**src/hw/rtl/lphm_pkg.sv**
```systemverilog
// Package with shared types and constants for the linear-probing hash map.
`timescale 1ns / 1ps
package lphm_pkg;
  localparam int DEFAULT_DEPTH = 32;
  localparam int KEY_W = 31;
  localparam int DATA_W = 32;
  localparam int TOTAL_W = 6;
  localparam int OPC_W = 2;

  localparam logic [OPC_W-1:0] OP_INSERT = 2'd0;
  localparam logic [OPC_W-1:0] OP_DELETE = 2'd1;
  localparam logic [OPC_W-1:0] OP_FIND = 2'd2;

  typedef enum logic [1:0] {
    ST_EMPTY = 2'd0,
    ST_LIVE = 2'd1,
    ST_TOMB = 2'd2
  } slot_st_t;

  typedef struct packed {
    logic [OPC_W-1:0] opcode;
    logic [KEY_W-1:0] key;
    logic [DATA_W-1:0] data_in;
  } cmd_t;

  typedef struct packed {
    logic [DATA_W-1:0] data_out;
    logic found;
    logic table_full;
    logic [TOTAL_W-1:0] entry_total;
    logic is_empty;
  } rsp_t;

  typedef enum logic [2:0] {
    BK_IDLE,
    BK_READ,
    BK_CHECK,
    BK_RESULT
  } bk_state_t;
endpackage

```
**src/hw/rtl/lphm_if.sv**
```systemverilog
// Valid/ready channel interface carrying one payload.
`timescale 1ns / 1ps
interface lphm_if #(parameter type T = logic) (input logic clk);
  logic valid;
  logic ready;
  T payload;
  modport source (output valid, output payload, input ready);
  modport sink (input valid, input payload, output ready);
endinterface

```
**src/hw/rtl/linear_probe_hash_map.sv**
```systemverilog
// Top level of the linear-probing hash map with tombstones.
//
//   Channel | Dir | Payload
//   in      | in  | opcode, key, data_in
//   out     | out | data_out, found, table_full, entry_total, is_empty
//
// A command enters a two-entry queue, then the back end probes the slots one at a
// time through the registered-read slot memories, alternating read and check
// states, up to TABLE_DEPTH probes at full load.
// Reset is synchronous and active low; it empties the table through per-slot
// valid bits, so no clearing pass is needed.
// Until both entries are full, the queue keeps accepting transfers while the
// back end works or a result waits for its transfer in the output register.
`timescale 1ns / 1ps
module linear_probe_hash_map #(
  parameter int TABLE_DEPTH = lphm_pkg::DEFAULT_DEPTH
) (
  input logic clk,
  input logic rst_n,
  lphm_if.sink in_ch,
  lphm_if.source out_ch
);
  import lphm_pkg::*;
  logic q_valid, q_pop;
  cmd_t q_cmd;

  // Front end takes transfers and decouples them from the probe engine.
  lphm_front u_front (
    .clk(clk), .rst_n(rst_n),
    .in_valid(in_ch.valid), .in_ready(in_ch.ready), .in_cmd(in_ch.payload),
    .q_valid(q_valid), .q_pop(q_pop), .q_cmd(q_cmd));

  // Back end walks the probe sequence and registers the result.
  lphm_back #(.DEPTH(TABLE_DEPTH)) u_back (
    .clk(clk), .rst_n(rst_n),
    .q_valid(q_valid), .q_pop(q_pop), .q_cmd(q_cmd),
    .out_valid(out_ch.valid), .out_ready(out_ch.ready), .out_rsp(out_ch.payload));
endmodule

```
**src/hw/rtl/lphm_ram.sv**
```systemverilog
// Generic single-port RAM with registered read.
`timescale 1ns / 1ps
module lphm_ram #(
  parameter int WIDTH = 32,
  parameter int DEPTH = 32
) (
  input  logic                     clk,
  input  logic                     we,
  input  logic [$clog2(DEPTH)-1:0] addr,
  input  logic [WIDTH-1:0]         wdata,
  output logic [WIDTH-1:0]         rdata
);
  logic [WIDTH-1:0] mem_r [DEPTH];
  always_ff @(posedge clk) begin
    if (we) begin
      mem_r[addr] <= wdata;
    end
    rdata <= mem_r[addr];
  end
endmodule

```
**src/hw/rtl/lphm_front.sv**
```systemverilog
// Front end: accepts commands and holds them in a two-entry queue.
`timescale 1ns / 1ps
module lphm_front (
  input  logic           clk,
  input  logic           rst_n,
  input  logic           in_valid,
  output logic           in_ready,
  input  lphm_pkg::cmd_t in_cmd,
  output logic           q_valid,
  input  logic           q_pop,
  output lphm_pkg::cmd_t q_cmd
);
  import lphm_pkg::*;
  cmd_t ent_r [2];
  logic rd_r, wr_r;
  logic [1:0] cnt_r;
  logic push;

  assign in_ready = (cnt_r != 2'd2);
  assign push = in_valid && in_ready;
  assign q_valid = (cnt_r != 2'd0);
  assign q_cmd = ent_r[rd_r];

  always_ff @(posedge clk) begin
    if (!rst_n) begin
      rd_r <= 1'b0;
      wr_r <= 1'b0;
      cnt_r <= 2'd0;
    end else begin
      if (push) begin
        wr_r <= ~wr_r;
      end
      if (q_pop && q_valid) begin
        rd_r <= ~rd_r;
      end
      cnt_r <= cnt_r + {1'b0, push} - {1'b0, q_pop && q_valid};
    end
  end

  always_ff @(posedge clk) begin
    if (push) begin
      ent_r[wr_r] <= in_cmd;
    end
  end
endmodule

```
**src/hw/rtl/lphm_back.sv**
```systemverilog
// Back end: probes the slot memories one slot per step and produces the result.
`timescale 1ns / 1ps
module lphm_back #(
  parameter int DEPTH = lphm_pkg::DEFAULT_DEPTH
) (
  input  logic           clk,
  input  logic           rst_n,
  input  logic           q_valid,
  output logic           q_pop,
  input  lphm_pkg::cmd_t q_cmd,
  output logic           out_valid,
  input  logic           out_ready,
  output lphm_pkg::rsp_t out_rsp
);
  import lphm_pkg::*;
  localparam int AW = $clog2(DEPTH);
  localparam int CW = $clog2(DEPTH + 1);

  bk_state_t state_r, state_nxt;
  cmd_t cmd_r;
  logic [AW-1:0] idx_r, idx_nxt;
  logic [CW-1:0] n_r, n_nxt;
  logic [CW-1:0] live_r, live_nxt;
  logic [DEPTH-1:0] vld_r;
  rsp_t rsp_r, rsp_nxt;
  logic ov_r, ov_nxt;

  logic st_we, kd_we;
  logic [1:0] st_wd, st_rd;
  logic [KEY_W-1:0] key_rd;
  logic [DATA_W-1:0] dat_rd;
  logic [AW-1:0] addr;
  logic [1:0] st_eff;
  logic live_hit;
  logic [AW-1:0] home;

  assign home = AW'(q_cmd.key % DEPTH);
  assign addr = (state_r == BK_IDLE) ? home : idx_r;

  lphm_ram #(.WIDTH(2), .DEPTH(DEPTH)) u_st (
    .clk(clk), .we(st_we), .addr(addr), .wdata(st_wd), .rdata(st_rd));
  lphm_ram #(.WIDTH(KEY_W), .DEPTH(DEPTH)) u_key (
    .clk(clk), .we(kd_we), .addr(addr), .wdata(cmd_r.key), .rdata(key_rd));
  lphm_ram #(.WIDTH(DATA_W), .DEPTH(DEPTH)) u_dat (
    .clk(clk), .we(kd_we), .addr(addr), .wdata(cmd_r.data_in), .rdata(dat_rd));

  assign st_eff = vld_r[idx_r] ? st_rd : ST_EMPTY;
  assign live_hit = (st_eff == ST_LIVE) && (key_rd == cmd_r.key);
  assign out_valid = ov_r;
  assign out_rsp = rsp_r;

  always_comb begin
    state_nxt = state_r;
    idx_nxt = idx_r;
    n_nxt = n_r;
    live_nxt = live_r;
    rsp_nxt = rsp_r;
    ov_nxt = ov_r;
    q_pop = 1'b0;
    st_we = 1'b0;
    kd_we = 1'b0;
    st_wd = ST_LIVE;
    if (ov_r && out_ready) begin
      ov_nxt = 1'b0;
    end
    case (state_r)
      BK_IDLE: begin
        // The result register is reused by the next command, so a new command
        // starts only once the previous result has left or is leaving now.
        if (q_valid && (!ov_r || out_ready)) begin
          q_pop = 1'b1;
          idx_nxt = home;
          n_nxt = '0;
          state_nxt = BK_CHECK;
        end
      end
      BK_READ: begin
        state_nxt = BK_CHECK;
      end
      BK_CHECK: begin
        rsp_nxt = '0;
        if (cmd_r.opcode == OP_INSERT) begin
          if (st_eff != ST_LIVE || key_rd == cmd_r.key) begin
            st_we = 1'b1;
            kd_we = 1'b1;
            if (st_eff != ST_LIVE) begin
              live_nxt = live_r + 1'b1;
            end
            state_nxt = BK_RESULT;
          end
        end else if (cmd_r.opcode == OP_DELETE || cmd_r.opcode == OP_FIND) begin
          if (st_eff == ST_EMPTY) begin
            state_nxt = BK_RESULT;
          end else if (live_hit) begin
            rsp_nxt.data_out = dat_rd;
            rsp_nxt.found = 1'b1;
            if (cmd_r.opcode == OP_DELETE) begin
              st_we = 1'b1;
              st_wd = ST_TOMB;
              if (live_r != '0) begin
                live_nxt = live_r - 1'b1;
              end
            end
            state_nxt = BK_RESULT;
          end
        end else begin
          state_nxt = BK_RESULT;
        end
        if (state_nxt == BK_CHECK) begin
          if (n_r == CW'(DEPTH - 1)) begin
            rsp_nxt.table_full = (cmd_r.opcode == OP_INSERT);
            state_nxt = BK_RESULT;
          end else begin
            n_nxt = n_r + 1'b1;
            idx_nxt = (idx_r == AW'(DEPTH - 1)) ? '0 : idx_r + 1'b1;
            state_nxt = BK_READ;
          end
        end
      end
      BK_RESULT: begin
        if (!ov_r || out_ready) begin
          rsp_nxt.entry_total = TOTAL_W'(live_r);
          rsp_nxt.is_empty = (live_r == '0);
          ov_nxt = 1'b1;
          state_nxt = BK_IDLE;
        end
      end
      default: state_nxt = BK_IDLE;
    endcase
  end

  always_ff @(posedge clk) begin
    if (!rst_n) begin
      state_r <= BK_IDLE;
      ov_r <= 1'b0;
      live_r <= '0;
      vld_r <= '0;
    end else begin
      state_r <= state_nxt;
      ov_r <= ov_nxt;
      live_r <= live_nxt;
      if (st_we) begin
        vld_r[idx_r] <= 1'b1;
      end
    end
  end

  always_ff @(posedge clk) begin
    if (q_pop) begin
      cmd_r <= q_cmd;
    end
    idx_r <= idx_nxt;
    n_r <= n_nxt;
    rsp_r <= rsp_nxt;
  end
endmodule

```
**src/flat_wrapper.sv**
```systemverilog
// flat-port wrapper written by rule: the top's interface ports become plain ports
module linear_probe_hash_map_flat import lphm_pkg::*;
#(
  parameter int TABLE_DEPTH = lphm_pkg::DEFAULT_DEPTH
)
  (clk, rst_n, in_ch_valid, in_ch_payload, in_ch_ready, out_ch_valid, out_ch_payload, out_ch_ready);
  lphm_if #(.T(cmd_t)) in_ch_i (.clk(clk));
  lphm_if #(.T(rsp_t)) out_ch_i (.clk(clk));
  input logic clk;
  input logic rst_n;
  input wire logic [$bits(in_ch_i.valid)-1:0] in_ch_valid;
  input wire logic [$bits(in_ch_i.payload)-1:0] in_ch_payload;
  output wire logic [$bits(in_ch_i.ready)-1:0] in_ch_ready;
  output wire logic [$bits(out_ch_i.valid)-1:0] out_ch_valid;
  output wire logic [$bits(out_ch_i.payload)-1:0] out_ch_payload;
  input wire logic [$bits(out_ch_i.ready)-1:0] out_ch_ready;
  assign in_ch_i.valid = in_ch_valid;
  assign in_ch_i.payload = in_ch_payload;
  assign in_ch_ready = in_ch_i.ready;
  assign out_ch_valid = out_ch_i.valid;
  assign out_ch_payload = out_ch_i.payload;
  assign out_ch_i.ready = out_ch_ready;
  linear_probe_hash_map #(.TABLE_DEPTH(TABLE_DEPTH)) u_core (.clk(clk), .rst_n(rst_n), .in_ch(in_ch_i), .out_ch(out_ch_i));
endmodule
```
**config.mk**
```make
export PLATFORM = sky130hd
export DESIGN_NAME = linear_probe_hash_map_flat
export DESIGN_NICKNAME = d
export VERILOG_FILES = /design/src/hw/rtl/lphm_pkg.sv /design/src/hw/rtl/lphm_if.sv /design/src/hw/rtl/linear_probe_hash_map.sv /design/src/hw/rtl/lphm_ram.sv /design/src/hw/rtl/lphm_front.sv /design/src/hw/rtl/lphm_back.sv /design/src/flat_wrapper.sv
export SDC_FILE = /design/constraint.sdc
export NUM_CORES = 2
export LEC_CHECK = 0
export CAP_MARGIN = 20
export CORE_AREA = 4 4 396 398
export DETAILED_ROUTE_END_ITERATION = 16
export DIE_AREA = 0 0 400 402
export DONT_BUFFER_PORTS = 1
export GPL_ROUTABILITY_DRIVEN = 0
export PLACE_DENSITY_LB_ADDON = 0.2
export RECOVER_POWER = 50
export SETUP_SLACK_MARGIN = 0.3
export SLEW_MARGIN = 25
export SYNTH_ARGS = -nofsm -noshare
export SYNTH_HDL_FRONTEND = slang
export SYNTH_SLANG_ARGS = --single-unit
```
**constraint.sdc**
```tcl
create_clock -name clk -period 7 [get_ports clk]
set_input_delay 1.05 -clock clk [delete_from_list [all_inputs] [get_ports clk]]
set_output_delay 1.05 -clock clk [all_outputs]
set_load 0.03 [all_outputs]
```
==> flow_metrics.py <==
metrics = {
    "outcome": {
        "status": "finished with violations",
        "violations": "max-capacitance violations, max-slew violations",
    },
    "placed_design": {
        "port_buffers": 0,
        "pre_cts_ws_ps": 1080,
        "dp_hpwl_um": 132000,
    },
    "detailed_routing": {
        "dr_wl_met3_um": 27700,
        "top_layer": "met5",
        "wl_per_cell_um": 34.4,
        "drtIter0Drc": 6598,
        "final_antenna_net_count": 0,
        "firstDrtPassIters": 6,
        "dr_wl_met2_um": 109000,
        "wl_met1_um": 88600,
        "vias": 45800,
        "routed_wirelength_um": 233000,
        "drc": 0,
        "vias_per_cell": 6.77,
    },
    "cells_and_area": {
        "synthToLayoutAreaGrowth_pct": 12.2,
        "nNetsFinal": 4606,
        "layout-drive-gt1-share": 0.219,
    },
    "clock_network": {
        "postCtsHoldBufs": 0,
        "clkLatencyLatePin_ps": 870,
        "post_cts_buffers": 0,
        "cts_sinks": 2439,
        "cts_tree": "yes",
        "cts_buffers": 228,
        "post_cts_resized": 0,
        "clk_path_buf_depth": 3,
        "clk_pin_slew_ps": 60,
        "cts_root_buf": "clkbuf_16",
        "htreeDepth": 4,
    },
    "floorplan": {
        "dieArea_sq_um": 161000,
        "num_rows": 144,
        "die_x_um": 400,
        "coreArea_sq_um": 153000,
        "initial_core_util": 0.596,
        "ios": 112,
        "die_h_um": 402,
    },
    "sta": {
        "relSlewSlack": -1.70,
        "hold_viol": 0,
        "worst_slack_ps": 662,
        "fin_setup_tns_ps": 0,
        "fin_crit_sh": 0.905,
        "fin_crit_ps": 6340,
        "skew_ps": 54.2,
        "slew_violations": 1163,
        "setup-violations-final": 0,
        "fmax_mhz": 158,
        "grt_setup_unrepaired": "no",
        "worstMarginPinSlew_ps": 4050,
    },
    "worst_setup_path": {
        "cp_data_arrival_time_ps": 6810,
        "critical_path.startpoint": "u_core.u_back.cmd_r[41]",
        "reg2reg_setup_slack_ps": 660,
        "end_kind": "flop",
        "crit_type": "reg -> reg",
        "timing.rr.start": "u_core.u_back.cmd_r[41]",
        "cp_max_fo": 48,
        "cp-start-kind": "flop",
        "cp.required_ps": 7480,
    },
    "logic_synthesis": {
        "yosysSeqAreaShare": 0.789,
        "synthCells": 4342,
        "synth_cell_type_count": 70,
        "synthFlopType": "edfxtp_1",
        "synth-edff-count": 2327,
        "synth_warnings": 0,
        "syn_area_sq_um": 91400,
        "async_reset_ff_frac": 0,
        "syn-mean-instance-area_sq_um": 21.0,
        "syn-num-nets": 4426,
        "synth_seq_cells": 2439,
    },
    "hold_path": {
        "hp-class": "in -> reg",
        "hp-start": "in_ch_payload[44]",
    },
    "power": {
        "powerDensity_nw_per_um2": 343,
        "p_leak_uw": 0.0324,
        "irDropWorstVdd_v": 0.000275,
    },
    "global_route": {
        "grt_usage": 0.293,
        "grt_pass1_wl_um": 333000,
        "grt_pass1_vias": 45000,
        "antenna_found_initial": 5,
        "overflow": 0,
        "grt_start_max_net_pins": 115,
    },
    "job": {
        "drv_cap": 35,
    },
}
==> cells in the final DEF (no fill, tap or decap), types with 26 or more instances in the layout <==
cell type	netlist	layout
a21oi_1	133	125
a22oi_1	169	169
and2_1	37	35
buf_12	0	32
buf_4	3	83
clkbuf_1	101	117
clkbuf_16	0	228
clkbuf_8	0	34
clkinv_1	1	26
clkinv_2	0	39
dfxtp_1	112	112
edfxtp_1	2327	2327
mux2_1	0	27
mux2_2	62	35
mux2i_1	106	106
mux4_2	453	453
nand2_1	274	274
nand4_1	32	32
nor2_1	61	28
nor2_4	1	34
nor3_1	38	37
nor4_1	34	33
o2111ai_1	26	26
xor2_1	37	37
==> report_power, final <==
group / switching [uW] / internal, uW
sequential: 330 / 17000
clock: 5340 / 7110
combinational: 3550 / 1860
total: 9220 / 26000
==> worst max-delay path, cell delays in order, from the launching register on <==
cell and delay [ps]:
edfxtp_1 320, clkbuf_1 1170, xor2_1 430, nor4_1 370
nand4_1 570, or2_2 560, a21oi_2 380, nand3_1 770
nor2_4 820, buf_12 470
==> cells in the mapped netlist (all sizes together), types with 3 or more instances <==
library cell | n | share of area
a21oi | 134 | 0.0074
and3 | 15 | 0.0011
xor2 | 37 | 0.0035
ha | 14 | 0.0019
mux2i | 106 | 0.012
or3 | 4 | 0.00027
nor2b | 6 | 0.00049
o2111ai | 26 | 0.0025
o31ai | 33 | 0.0035
o211a | 14 | 0.0015
o32ai | 3 | 0.00029
mux2 | 63 | 0.0078
xnor2 | 7 | 0.00067
nand3 | 11 | 0.00060
edfxtp | 2327 | 0.76
nor2 | 62 | 0.0026
nand4 | 32 | 0.0022
or4b | 3 | 0.00033
a22oi | 169 | 0.014
nand2 | 274 | 0.011
o22a | 5 | 0.00048
inv | 15 | 0.00062
nand3b | 5 | 0.00045
a21o | 4 | 0.00033
o22ai | 30 | 0.0021
clkbuf | 102 | 0.0042
dfxtp | 112 | 0.025
nor3 | 38 | 0.0021
mux4 | 453 | 0.11
o21ai | 17 | 0.00093
nand2b | 6 | 0.00041
buf | 118 | 0.0064
nor4 | 36 | 0.0027
and2 | 37 | 0.0025
==> through the flow <==
| stage | cell area, sq um | hold slack (ps) | utilization | power [uW] | std cells |
|---|---|---|---|---|---|
| floorplan | 91400 | 419 | - | 20800 | 4342 |
| global placement | 95000 | 438 | 0.620 | 23000 | 6324 |
| detailed placement | 95100 | 438 | 0.620 | 23000 | 6329 |
| CTS | 103000 | 219 | 0.670 | 35400 | 6764 |
| global route | 103000 | 242 | 0.669 | 36300 | 6771 |
| finish | 103000 | 278 | 0.669 | 35200 | 6773 |
==> state kept, by name, indices dropped and copies added (netlist names), named ones only <==
| name | count |
|---|---|
| u_core.u_back.cmd_r | 65 |
| u_core.u_back.idx_r | 5 |
| u_core.u_back.live_r | 6 |
| u_core.u_back.n_r | 6 |
| u_core.u_back.out_rsp | 41 |
| u_core.u_back.out_valid | 1 |
| u_core.u_back.state_r | 3 |
| u_core.u_back.u_dat.mem_r | 1024 |
| u_core.u_back.u_dat.rdata | 32 |
| u_core.u_back.u_key.mem_r | 992 |
| u_core.u_back.u_key.rdata | 31 |
| u_core.u_back.u_st.mem_r | 64 |
| u_core.u_back.u_st.rdata | 2 |
| u_core.u_back.vld_r | 32 |
| u_core.u_front.cnt_r | 2 |
| u_core.u_front.ent_r | 130 |
| u_core.u_front.rd_r | 1 |
| u_core.u_front.wr_r | 1 |
==> kinds of logic after synthesis <==
family | Yosys count | synth area share
other cells | 1 | 0.0000410
simple gates | 538 | 0.0279
compound gates | 447 | 0.0343
mux | 622 | 0.131
xor+xnor | 44 | 0.00422
flops | 2439 | 0.789
buf+inv | 236 | 0.0113
fa+ha+maj | 15 | 0.00214
==> area by class of cell <==
cell class	instances	area, sq um
Tap cell	2044	2560
Antenna cell	2	5.00
Sequential cell	2439	72100
Clock buffer	324	6410
Fill cell	9619	50800
Timing Repair Buffer	170	1470
Inverter	16	60.1
Multi-Input combinational cell	1667	18700
Clock inverter	111	1270
==> final timing paths <==
path | endpoint | cells past startpoint
min | u_core.u_front.ent_r[0][44] | 0
min reg2reg | u_core.u_back.vld_r[0] | 2
max reg2reg | u_core.u_back.u_dat.mem_r[9][12] | 9
max | u_core.u_back.u_dat.mem_r[9][12] | 9
==> routing by layer <==
metal	global-route usage	up-vias
li1	-	18400
met1	0.431	24200
met2	0.445	2923
met3	0.0740	386
met4	0.0840	4
met5	0	-
Note: power is estimated with default switching activity, not from simulation.
